--- src/design/acpb_pkg.sv ---
// ----------------------------------------------------------------------------
// acpb_pkg: shared types and constants for the antialiased circle blend
// Fixed-point formats, square-root chain sizes, register codes and the
// structures passed between the front end, the root cells and the blender.
// ----------------------------------------------------------------------------
package acpb_pkg;

    // Fraction bits of distance and alpha
    localparam int FRAC_BITS = 8;

    localparam int COORD_W = 12;
    localparam int DIM_W   = 13;
    localparam int RADIUS_W = 10;
    localparam int RGB_W   = 24;
    localparam int COLOR_W = 32;
    localparam int CFG_INDEX_W = 3;
    localparam int CFG_DATA_W  = 24;

    // dx*dx + dy*dy is below 2 * 4096^2
    localparam int SQ_W  = 2 * COORD_W;
    localparam int D2_W  = SQ_W + 1;

    // Square root of (d2 << 2F): one cell per root bit
    localparam int ROOT_W = (D2_W + 2 * FRAC_BITS + 1) / 2;
    localparam int RAD_W  = 2 * ROOT_W;
    localparam int RAD_PAD_W = RAD_W - D2_W - 2 * FRAC_BITS;
    localparam int REM_W  = ROOT_W + 2;

    // Distance compare width and alpha width (alpha runs 0..2^F)
    localparam int CMP_W   = ROOT_W + 1;
    localparam int ALPHA_W = FRAC_BITS + 1;

    localparam int unsigned ONE_Q = 1 << FRAC_BITS;
    localparam int unsigned C06_Q = ((6 << FRAC_BITS) + 5) / 10;
    localparam int unsigned C18_Q = ((18 << FRAC_BITS) + 5) / 10;

    localparam logic [7:0] ALPHA_BYTE = 8'hFF;

    // Configuration register indexes
    typedef enum logic [CFG_INDEX_W-1:0] {
        REG_CENTER_COL    = 3'd0,
        REG_CENTER_ROW    = 3'd1,
        REG_CIRCLE_RADIUS = 3'd2,
        REG_DRAW_RGB      = 3'd3,
        REG_SCREEN_COLS   = 3'd4,
        REG_SCREEN_ROWS   = 3'd5
    } acpb_reg_t;

    // Configuration seen by the datapath
    typedef struct packed {
        logic [COORD_W-1:0]  center_col;
        logic [COORD_W-1:0]  center_row;
        logic [RADIUS_W-1:0] circle_radius;
        logic [RGB_W-1:0]    draw_rgb;
        logic [DIM_W-1:0]    screen_cols;
        logic [DIM_W-1:0]    screen_rows;
    } acpb_cfg_t;

    // Per-pixel payload riding along the root chain
    typedef struct packed {
        logic             on_screen;
        logic [RGB_W-1:0] dst_rgb;
    } acpb_tag_t;

    // State handed from one root cell to the next
    typedef struct packed {
        logic [REM_W-1:0]  rem;
        logic [ROOT_W-1:0] root;
        logic [RAD_W-1:0]  rad;
        acpb_tag_t         tag;
    } acpb_cell_t;

endpackage

--- src/design/antialiased_circle_pixel_blend.sv ---
// ----------------------------------------------------------------------------
// antialiased_circle_pixel_blend: antialiased circle edge blend per pixel
// Distance from the circle center by a chain of square-root cells, coverage
// alpha from the radius, and a blend of the draw color over the framebuffer.
//
//  channel  | direction | fields
//  ---------+-----------+------------------------------------------------
//  s_*      | in        | tdata: pixel_col, pixel_row, fb_word
//  m_*      | out       | tdata: blended_color; tuser: write_pixel
//  cfg_*    | in        | cfg_index selects register, cfg_data its value
//
// One pixel per clock sustained while m_tready stays high. The chain runs from
// the front stages through one root cell per distance bit to the blend stages.
// Reset clears all stage valid bits and loads register defaults; no sweep.
// Each stage holds while the next is full; empty stages fill behind a stall.
// Configuration writes are always accepted (cfg_ready is tied high) and registered.
// ----------------------------------------------------------------------------
module antialiased_circle_pixel_blend
    import acpb_pkg::*;
(
    input  logic                   clk,
    input  logic                   rst_n,
    input  logic                   s_tvalid,
    output logic                   s_tready,
    input  logic [55:0]            s_tdata,   // pixel_col, pixel_row, fb_word
    output logic                   m_tvalid,
    input  logic                   m_tready,
    output logic [COLOR_W-1:0]     m_tdata,   // blended_color
    output logic                   m_tuser,   // write_pixel
    input  logic                   cfg_valid,
    output logic                   cfg_ready,
    input  logic [CFG_INDEX_W-1:0] cfg_index,
    input  logic [CFG_DATA_W-1:0]  cfg_data
);

    acpb_cfg_t  cfg_reg;
    acpb_cfg_t  cfg_next;

    logic       chain_valid [ROOT_W+1];
    logic       chain_ready [ROOT_W+1];
    acpb_cell_t chain_cell  [ROOT_W+1];

    // Register write decode
    assign cfg_ready = 1'b1;

    always_comb
    begin
        cfg_next = cfg_reg;
        if (cfg_valid)
        begin
            case (cfg_index)
                REG_CENTER_COL:    cfg_next.center_col    = cfg_data[COORD_W-1:0];
                REG_CENTER_ROW:    cfg_next.center_row    = cfg_data[COORD_W-1:0];
                REG_CIRCLE_RADIUS: cfg_next.circle_radius = cfg_data[RADIUS_W-1:0];
                REG_DRAW_RGB:      cfg_next.draw_rgb      = cfg_data[RGB_W-1:0];
                REG_SCREEN_COLS:   cfg_next.screen_cols   = cfg_data[DIM_W-1:0];
                REG_SCREEN_ROWS:   cfg_next.screen_rows   = cfg_data[DIM_W-1:0];
                default:           cfg_next = cfg_reg;
            endcase
        end
    end

    always_ff @(posedge clk or negedge rst_n)
    begin
        if (!rst_n)
        begin
            cfg_reg.center_col    <= '0;
            cfg_reg.center_row    <= '0;
            cfg_reg.circle_radius <= '0;
            cfg_reg.draw_rgb      <= '0;
            cfg_reg.screen_cols   <= DIM_W'(4096);
            cfg_reg.screen_rows   <= DIM_W'(4096);
        end
        else
        begin
            cfg_reg <= cfg_next;
        end
    end

    // Offsets and squared distance
    acpb_front u_front (
        .clk        (clk),
        .rst_n      (rst_n),
        .cfg        (cfg_reg),
        .in_valid   (s_tvalid),
        .in_ready   (s_tready),
        .pixel_col  (s_tdata[11:0]),
        .pixel_row  (s_tdata[23:12]),
        .fb_word    (s_tdata[55:24]),
        .out_valid  (chain_valid[0]),
        .out_ready  (chain_ready[0]),
        .out_cell   (chain_cell[0])
    );

    // Square-root chain, one cell per root bit
    for (genvar i = 0; i < ROOT_W; i++)
    begin : g_cell
        acpb_root_cell u_cell (
            .clk       (clk),
            .rst_n     (rst_n),
            .in_valid  (chain_valid[i]),
            .in_ready  (chain_ready[i]),
            .in_cell   (chain_cell[i]),
            .out_valid (chain_valid[i+1]),
            .out_ready (chain_ready[i+1]),
            .out_cell  (chain_cell[i+1])
        );
    end

    // Alpha and blend, output register
    acpb_blend u_blend (
        .clk           (clk),
        .rst_n         (rst_n),
        .cfg           (cfg_reg),
        .in_valid      (chain_valid[ROOT_W]),
        .in_ready      (chain_ready[ROOT_W]),
        .in_cell       (chain_cell[ROOT_W]),
        .out_valid     (m_tvalid),
        .out_ready     (m_tready),
        .write_pixel   (m_tuser),
        .blended_color (m_tdata)
    );

endmodule

--- src/design/acpb_front.sv ---
// ----------------------------------------------------------------------------
// acpb_front: offset, bounds check and squared distance
// Two register stages: absolute offsets from the center, then the squares.
// The sum of squares, shifted up by 2F, seeds the first root cell.
// ----------------------------------------------------------------------------
module acpb_front
    import acpb_pkg::*;
(
    input  logic               clk,
    input  logic               rst_n,
    input  acpb_cfg_t          cfg,
    input  logic               in_valid,
    output logic               in_ready,
    input  logic [COORD_W-1:0] pixel_col,
    input  logic [COORD_W-1:0] pixel_row,
    input  logic [COLOR_W-1:0] fb_word,
    output logic               out_valid,
    input  logic               out_ready,
    output acpb_cell_t         out_cell
);

    logic               a_valid_reg;
    logic               a_valid_next;
    logic [COORD_W-1:0] a_dx_reg;
    logic [COORD_W-1:0] a_dy_reg;
    acpb_tag_t          a_tag_reg;
    logic               a_ready;

    logic               b_valid_reg;
    logic               b_valid_next;
    logic [SQ_W-1:0]    b_sqx_reg;
    logic [SQ_W-1:0]    b_sqy_reg;
    acpb_tag_t          b_tag_reg;
    logic               b_ready;

    logic [COORD_W-1:0] dx;
    logic [COORD_W-1:0] dy;
    logic               on_screen;
    logic [D2_W-1:0]    d2;

    // Stage handshake: a stage takes new data when empty or draining
    assign b_ready  = !b_valid_reg || out_ready;
    assign a_ready  = !a_valid_reg || b_ready;
    assign in_ready = a_ready;

    assign a_valid_next = a_ready ? in_valid : a_valid_reg;
    assign b_valid_next = b_ready ? a_valid_reg : b_valid_reg;

    // Absolute offsets and screen bounds
    always_comb
    begin
        dx = (pixel_col >= cfg.center_col) ? pixel_col - cfg.center_col
                                           : cfg.center_col - pixel_col;
        dy = (pixel_row >= cfg.center_row) ? pixel_row - cfg.center_row
                                           : cfg.center_row - pixel_row;
        on_screen = ({1'b0, pixel_col} < cfg.screen_cols) &&
                    ({1'b0, pixel_row} < cfg.screen_rows);
    end

    always_ff @(posedge clk or negedge rst_n)
    begin
        if (!rst_n)
        begin
            a_valid_reg <= 1'b0;
            b_valid_reg <= 1'b0;
        end
        else
        begin
            a_valid_reg <= a_valid_next;
            b_valid_reg <= b_valid_next;
        end
    end

    // Hold payload while stalled
    always_ff @(posedge clk)
    begin
        if (a_ready && in_valid)
        begin
            a_dx_reg          <= dx;
            a_dy_reg          <= dy;
            a_tag_reg.on_screen <= on_screen;
            a_tag_reg.dst_rgb <= fb_word[RGB_W-1:0];
        end
        if (b_ready && a_valid_reg)
        begin
            b_sqx_reg <= SQ_W'(a_dx_reg) * SQ_W'(a_dx_reg);
            b_sqy_reg <= SQ_W'(a_dy_reg) * SQ_W'(a_dy_reg);
            b_tag_reg <= a_tag_reg;
        end
    end

    // Seed the first root cell
    assign d2 = D2_W'(b_sqx_reg) + D2_W'(b_sqy_reg);

    always_comb
    begin
        out_cell      = '0;
        out_cell.rad  = {{RAD_PAD_W{1'b0}}, d2, {(2 * FRAC_BITS){1'b0}}};
        out_cell.tag  = b_tag_reg;
    end

    assign out_valid = b_valid_reg;

endmodule

--- src/design/acpb_root_cell.sv ---
// ----------------------------------------------------------------------------
// acpb_root_cell: one digit step of the integer square root
// Brings down two radicand bits, tries (root << 2) | 1 against the
// remainder and shifts one root bit in, then hands the state onward.
// ----------------------------------------------------------------------------
module acpb_root_cell
    import acpb_pkg::*;
(
    input  logic       clk,
    input  logic       rst_n,
    input  logic       in_valid,
    output logic       in_ready,
    input  acpb_cell_t in_cell,
    output logic       out_valid,
    input  logic       out_ready,
    output acpb_cell_t out_cell
);

    logic       valid_reg;
    logic       valid_next;
    acpb_cell_t cell_reg;
    acpb_cell_t cell_next;
    logic [REM_W-1:0] rem_sh;
    logic [REM_W-1:0] trial;

    assign in_ready   = !valid_reg || out_ready;
    assign valid_next = in_ready ? in_valid : valid_reg;

    // One restoring step
    always_comb
    begin
        rem_sh = {in_cell.rem[REM_W-3:0], in_cell.rad[RAD_W-1 -: 2]};
        trial  = {in_cell.root, 2'b01};
        cell_next     = in_cell;
        cell_next.rad = {in_cell.rad[RAD_W-3:0], 2'b00};
        if (rem_sh >= trial)
        begin
            cell_next.rem  = rem_sh - trial;
            cell_next.root = {in_cell.root[ROOT_W-2:0], 1'b1};
        end
        else
        begin
            cell_next.rem  = rem_sh;
            cell_next.root = {in_cell.root[ROOT_W-2:0], 1'b0};
        end
    end

    always_ff @(posedge clk or negedge rst_n)
    begin
        if (!rst_n)
        begin
            valid_reg <= 1'b0;
        end
        else
        begin
            valid_reg <= valid_next;
        end
    end

    // Hold state while stalled
    always_ff @(posedge clk)
    begin
        if (in_ready && in_valid)
        begin
            cell_reg <= cell_next;
        end
    end

    assign out_valid = valid_reg;
    assign out_cell  = cell_reg;

    // Remainder never exceeds twice the partial root
    a_rem_bound: assert property (@(posedge clk) disable iff (!rst_n)
        valid_reg |-> (cell_reg.rem <= {cell_reg.root, 1'b0}))
        else $error("root cell remainder out of bound");

endmodule

--- src/design/acpb_blend.sv ---
// ----------------------------------------------------------------------------
// acpb_blend: coverage alpha and color blend
// First stage compares distance to radius and forms the clamped alpha;
// second stage blends each channel and holds the result for the output.
// ----------------------------------------------------------------------------
module acpb_blend
    import acpb_pkg::*;
(
    input  logic               clk,
    input  logic               rst_n,
    input  acpb_cfg_t          cfg,
    input  logic               in_valid,
    output logic               in_ready,
    input  acpb_cell_t         in_cell,
    output logic               out_valid,
    input  logic               out_ready,
    output logic               write_pixel,
    output logic [COLOR_W-1:0] blended_color
);

    localparam int PROD_W = 8 + ALPHA_W;
    localparam logic [ALPHA_W-1:0] ONE_A = ALPHA_W'(ONE_Q);

    logic               d_valid_reg;
    logic               d_valid_next;
    logic               d_write_reg;
    logic [ALPHA_W-1:0] d_alpha_reg;
    logic [RGB_W-1:0]   d_dst_reg;
    logic               d_ready;

    logic               e_valid_reg;
    logic               e_valid_next;
    logic               e_write_reg;
    logic [COLOR_W-1:0] e_color_reg;
    logic               e_ready;

    logic [CMP_W-1:0]   radial;
    logic [CMP_W-1:0]   rad_q;
    logic [CMP_W-1:0]   diff;
    logic               covered;
    logic [ALPHA_W-1:0] alpha;
    logic [COLOR_W-1:0] color;

    // Blend one channel, truncating
    function automatic logic [7:0] blend_chan(input logic [7:0] dst,
                                              input logic [7:0] src,
                                              input logic [ALPHA_W-1:0] a);
        logic [ALPHA_W-1:0] inv;
        logic [PROD_W-1:0]  sum;
        inv = ONE_A - a;
        sum = PROD_W'(dst) * PROD_W'(inv) + PROD_W'(src) * PROD_W'(a);
        return sum[FRAC_BITS +: 8];
    endfunction

    assign e_ready  = !e_valid_reg || out_ready;
    assign d_ready  = !d_valid_reg || e_ready;
    assign in_ready = d_ready;

    assign d_valid_next = d_ready ? in_valid : d_valid_reg;
    assign e_valid_next = e_ready ? d_valid_reg : e_valid_reg;

    // Distance test and clamped alpha
    always_comb
    begin
        radial  = CMP_W'(in_cell.root);
        rad_q   = CMP_W'({cfg.circle_radius, {FRAC_BITS{1'b0}}});
        covered = radial <= rad_q + CMP_W'(C06_Q);
        diff    = (radial >= rad_q) ? radial - rad_q : rad_q - radial;
        if (diff >= CMP_W'(C18_Q))
        begin
            alpha = '0;
        end
        else if (CMP_W'(C18_Q) - diff > CMP_W'(ONE_Q))
        begin
            alpha = ONE_A;
        end
        else
        begin
            alpha = ALPHA_W'(CMP_W'(C18_Q) - diff);
        end
    end

    // Per-channel blend; unwritten pixels return zero
    always_comb
    begin
        if (d_write_reg)
        begin
            color = {ALPHA_BYTE,
                     blend_chan(d_dst_reg[23:16], cfg.draw_rgb[23:16], d_alpha_reg),
                     blend_chan(d_dst_reg[15:8],  cfg.draw_rgb[15:8],  d_alpha_reg),
                     blend_chan(d_dst_reg[7:0],   cfg.draw_rgb[7:0],   d_alpha_reg)};
        end
        else
        begin
            color = '0;
        end
    end

    always_ff @(posedge clk or negedge rst_n)
    begin
        if (!rst_n)
        begin
            d_valid_reg <= 1'b0;
            e_valid_reg <= 1'b0;
        end
        else
        begin
            d_valid_reg <= d_valid_next;
            e_valid_reg <= e_valid_next;
        end
    end

    // Hold payload while stalled
    always_ff @(posedge clk)
    begin
        if (d_ready && in_valid)
        begin
            d_write_reg <= in_cell.tag.on_screen && covered;
            d_alpha_reg <= alpha;
            d_dst_reg   <= in_cell.tag.dst_rgb;
        end
        if (e_ready && d_valid_reg)
        begin
            e_write_reg <= d_write_reg;
            e_color_reg <= color;
        end
    end

    assign out_valid     = e_valid_reg;
    assign write_pixel   = e_write_reg;
    assign blended_color = e_color_reg;

    a_no_write_zero: assert property (@(posedge clk) disable iff (!rst_n)
        (e_valid_reg && !e_write_reg) |-> (e_color_reg == '0))
        else $error("unwritten pixel carries nonzero color");

    a_alpha_byte: assert property (@(posedge clk) disable iff (!rst_n)
        (e_valid_reg && e_write_reg) |-> (e_color_reg[31:24] == ALPHA_BYTE))
        else $error("written pixel lacks alpha byte");

    a_alpha_range: assert property (@(posedge clk) disable iff (!rst_n)
        d_valid_reg |-> (d_alpha_reg <= ONE_A))
        else $error("alpha above one");

endmodule
--- config.mk ---
export PLATFORM = sky130hd
export DESIGN_NAME = antialiased_circle_pixel_blend
export DESIGN_NICKNAME = d
export VERILOG_FILES = /design/src/design/acpb_pkg.sv /design/src/design/antialiased_circle_pixel_blend.sv /design/src/design/acpb_front.sv /design/src/design/acpb_root_cell.sv /design/src/design/acpb_blend.sv
export SDC_FILE = /design/constraint.sdc
export NUM_CORES = 2
export LEC_CHECK = 0
export BUFFER_PORTS_ARGS = -buffer_cell sky130_fd_sc_hd__buf_2
export CORE_MARGIN = 8
export CORE_UTILIZATION = 55
export CTS_BUF_LIST = sky130_fd_sc_hd__clkbuf_8
export CTS_CLUSTER_DIAMETER = 120
export DETAILED_ROUTE_END_ITERATION = 10
export PLACE_DENSITY = 0.71
export SYNTH_ARGS = -nofsm -noshare
export SYNTH_HDL_FRONTEND = slang
export SYNTH_SLANG_ARGS = --single-unit
--- constraint.sdc ---
create_clock -name clk -period 11.88 [get_ports clk]
set_input_delay 1.188 -clock clk [delete_from_list [all_inputs] [get_ports clk]]
set_output_delay 1.188 -clock clk [all_outputs]
set_load 0.05 [all_outputs]
==> impl_metrics.tcl <==
set metrics [dict create \
    status "completed" \
    synth_edf_count 1472 \
    cp.arrival_ns 8.43 \
    cpMostUsedCell "fa_1" \
    start_util_pct 55.40 \
    overflow 0 \
    max_stage_delay_ns 0.86 \
    core_area_mm2 0.1628 \
    core.rowCount 148 \
    clk_pin_slew_worst_paths_ns 0.07 \
    postCtsResizedCells 0 \
    hold_viol 0 \
    ant_nets 0 \
    dr.pass1.iters 8 \
    crit_chain "buf_4 -> inv_1 -> ha_1 -> nand3b_1 -> xor2_1 -> buf_4 -> nand2_1 -> fa_1 -> fa_1 -> inv_1 -> fa_1 -> fa_1 -> fa_1 -> inv_1 -> fa_1 -> inv_1 -> ha_1 -> and3_1 -> a21oi_1 -> o21ai_0 -> o21a_1 -> or3_1 -> and3_1" \
    grt_pass1_vias 55570 \
    post_drt_wl_per_cell_um 16.66 \
    setup_viol 0 \
    cts_max_level 5 \
    antenna_found_initial 3 \
    hp-class "primary input to asynchronous set/reset pin" \
    drc 0 \
    cts_hold_buf 0 \
    fin_crit_sh_pct 65.58 \
    path_class "register to register" \
    cts_root_buf "clkbuf_8" \
    final_common_cell "edfxtp_1" \
    ys_seq_area_share_pct 52.05 \
    crit_slowest_cell "xor2_1" \
    syn_to_final_growth_pct 8.875 \
    syn_area_mm2 0.09017 \
    grt_max_degree 72 \
    routed_wl_um 166400 \
    synth_cell_types 104 \
    synth_seq_cells 1581 \
    vias_per_cell 5.312 \
    final_area_mm2 0.09817 \
    rsz0062_at_grt "no" \
    ioPinCount 124 \
    yosys_warnings 0 \
    die_h_um 420.9 \
    utilization_pct 60.31 \
    worst_pin_slew_ns 1.138 \
    cp_num_buf_inv 6 \
    drive_above_1_share_pct 8.878 \
    drt_iter0_markers 3161 \
    postCtsSetupBuffers 0 \
    drv_slew 0 \
    synthCells 7357 \
    min_period_ns 7.791 \
    setup_tns_ns 0 \
    clock_latency_ns 0.94 \
    die_w_um 420.9 \
    cts.sinks 1581 \
    nets 8839 \
    dp_cells 9515 \
    cts_buffers 277 \
    synthArstFlopShare_pct 6.894 \
    final_cell_count_no_fill 9984 \
    syn-num-nets 8577 \
    dp_hpwl_um 122400 \
    crit_fanout 47 \
    route.vias.total 53030 \
    fp.dieArea_mm2 0.1772 \
    synth_ff_type "edfxtp_1" \
    syn_area_per_cell_um2 12.26 \
    required_ns 12.52 \
    gp_congestion 0.8666 \
    placed_cell_area_mm2 0.09327 \
    max_cap_violations 0 \
    tritoncts "done" \
    largest_reg_flops 1293 \
    skew_ns 0.07771 \
    start_kind "register" \
    layout_common_cells "edfxtp_1 (1472), inv_1 (1193), ha_1 (641)" \
    slew-limit-headroom_pct 23.90 \
    max_freq_ghz 0.1284 \
    port_buffers 114 \
    grt_pass1_wl_um 275900 \
    cp_top_family "adder cells" \
    end_kind "register" \
    track_usage_pct 18.72 \
    clock_tree.buffer_depth 4 \
]
## cell usage after synthesis (11+ instances only)
| cell type | count | area share [%] |
|---|---|---|
| a41oi_1 | 13 | 0.13 |
| a211oi_1 | 19 | 0.16 |
| nor2b_1 | 62 | 0.43 |
| nand2b_1 | 80 | 0.56 |
| mux2_2 | 83 | 1.0 |
| nand3b_1 | 11 | 0.092 |
| buf_2 | 11 | 0.061 |
| or3_1 | 39 | 0.27 |
| xnor2_1 | 265 | 2.6 |
| a31oi_1 | 16 | 0.11 |
| nor2_1 | 328 | 1.4 |
| mux2i_1 | 21 | 0.23 |
| nor4_1 | 48 | 0.33 |
| o211ai_1 | 16 | 0.13 |
| buf_1 | 15 | 0.062 |
| xor2_1 | 159 | 1.5 |
| a21o_1 | 115 | 0.96 |
| inv_1 | 1116 | 4.6 |
| nor3_1 | 134 | 0.74 |
| a211o_1 | 11 | 0.11 |
| ha_1 | 641 | 8.9 |
| or2_2 | 36 | 0.25 |
| a21boi_0 | 25 | 0.21 |
| and3_1 | 27 | 0.19 |
| edfxtp_1 | 1472 | 49 |
| o21ai_0 | 230 | 1.3 |
| o31ai_1 | 17 | 0.14 |
| a21oi_1 | 320 | 1.8 |
| nand3_1 | 90 | 0.50 |
| and2_1 | 398 | 2.8 |
| clkbuf_1 | 149 | 0.62 |
| fa_1 | 491 | 11 |
| dfrtp_1 | 107 | 3.0 |
| o21bai_1 | 34 | 0.28 |
| nand4_1 | 35 | 0.24 |
| nand2_1 | 492 | 2.0 |
| o21a_1 | 55 | 0.46 |
## per-stage QoR
step / setup WS [ns] / hold slack, ns
after floorplan: 4.791 / 0.4003
after global placement: 4.258 / 0.4016
after detailed placement: 4.087 / 0.4045
after CTS: 4.098 / 0.1709
after global routing: 3.795 / 0.2418
final: 4.089 / 0.2632
## cell type report
cell class                 instances  area [um^2]
inverter                        1117         4193
tap                             2175         2721
timing repair buffer             170        993.5
antenna                            3        7.507
fill                           12580        64600
clock inverter                   177        915.9
multi-input combinational       4472        38430
clock buffer                     289         3978
sequential                      1581        46930
## path summary, 6_finish.rpt
path	from	to	slack (ns)	cells after the start
setup / recovery	u_blend.d_alpha_reg[0]	u_blend.blended_color[12]	4.09	23
max in group asynchronous	rst_n	cfg_reg[33]	10.24	2
hold reg to reg	g_cell[12].u_cell.out_cell[3]	g_cell[13].u_cell.out_cell[3]	0.39	0
hold / removal	rst_n	cfg_reg[71]	0.26	1
min in group clk	g_cell[12].u_cell.out_cell[3]	g_cell[13].u_cell.out_cell[3]	0.39	0
setup reg to reg	u_blend.d_alpha_reg[0]	u_blend.blended_color[12]	4.09	23
## metal layers
layer | vias to the layer above | track usage, % | wire length (um)
li1 | 25610 | - | -
met3 | 396 | 3.008 | 6770
met5 | - | 0 | 0
met2 | 1123 | 33.68 | 84820
met1 | 25910 | 22.75 | 69100
met4 | 0 | 6.821 | 5659
## kinds of logic after synthesis
kind of cell             Yosys count  share of synthesized area, %
XOR/XNOR                         429                         4.209
adder cells (fa/ha/maj)         1132                         19.80
AO/OA/AOI/OAI                    958                         6.677
multiplexers                     104                         1.270
AND/OR/NAND/NOR                 1847                         10.50
flip-flops                      1581                         52.05
other                              2                      0.008329
buffers and inverters           1304                         5.498
Power is left out: the tool's default activity adds up to more than one toggle a clock period on the data nets, which glitch-free logic cannot reach.
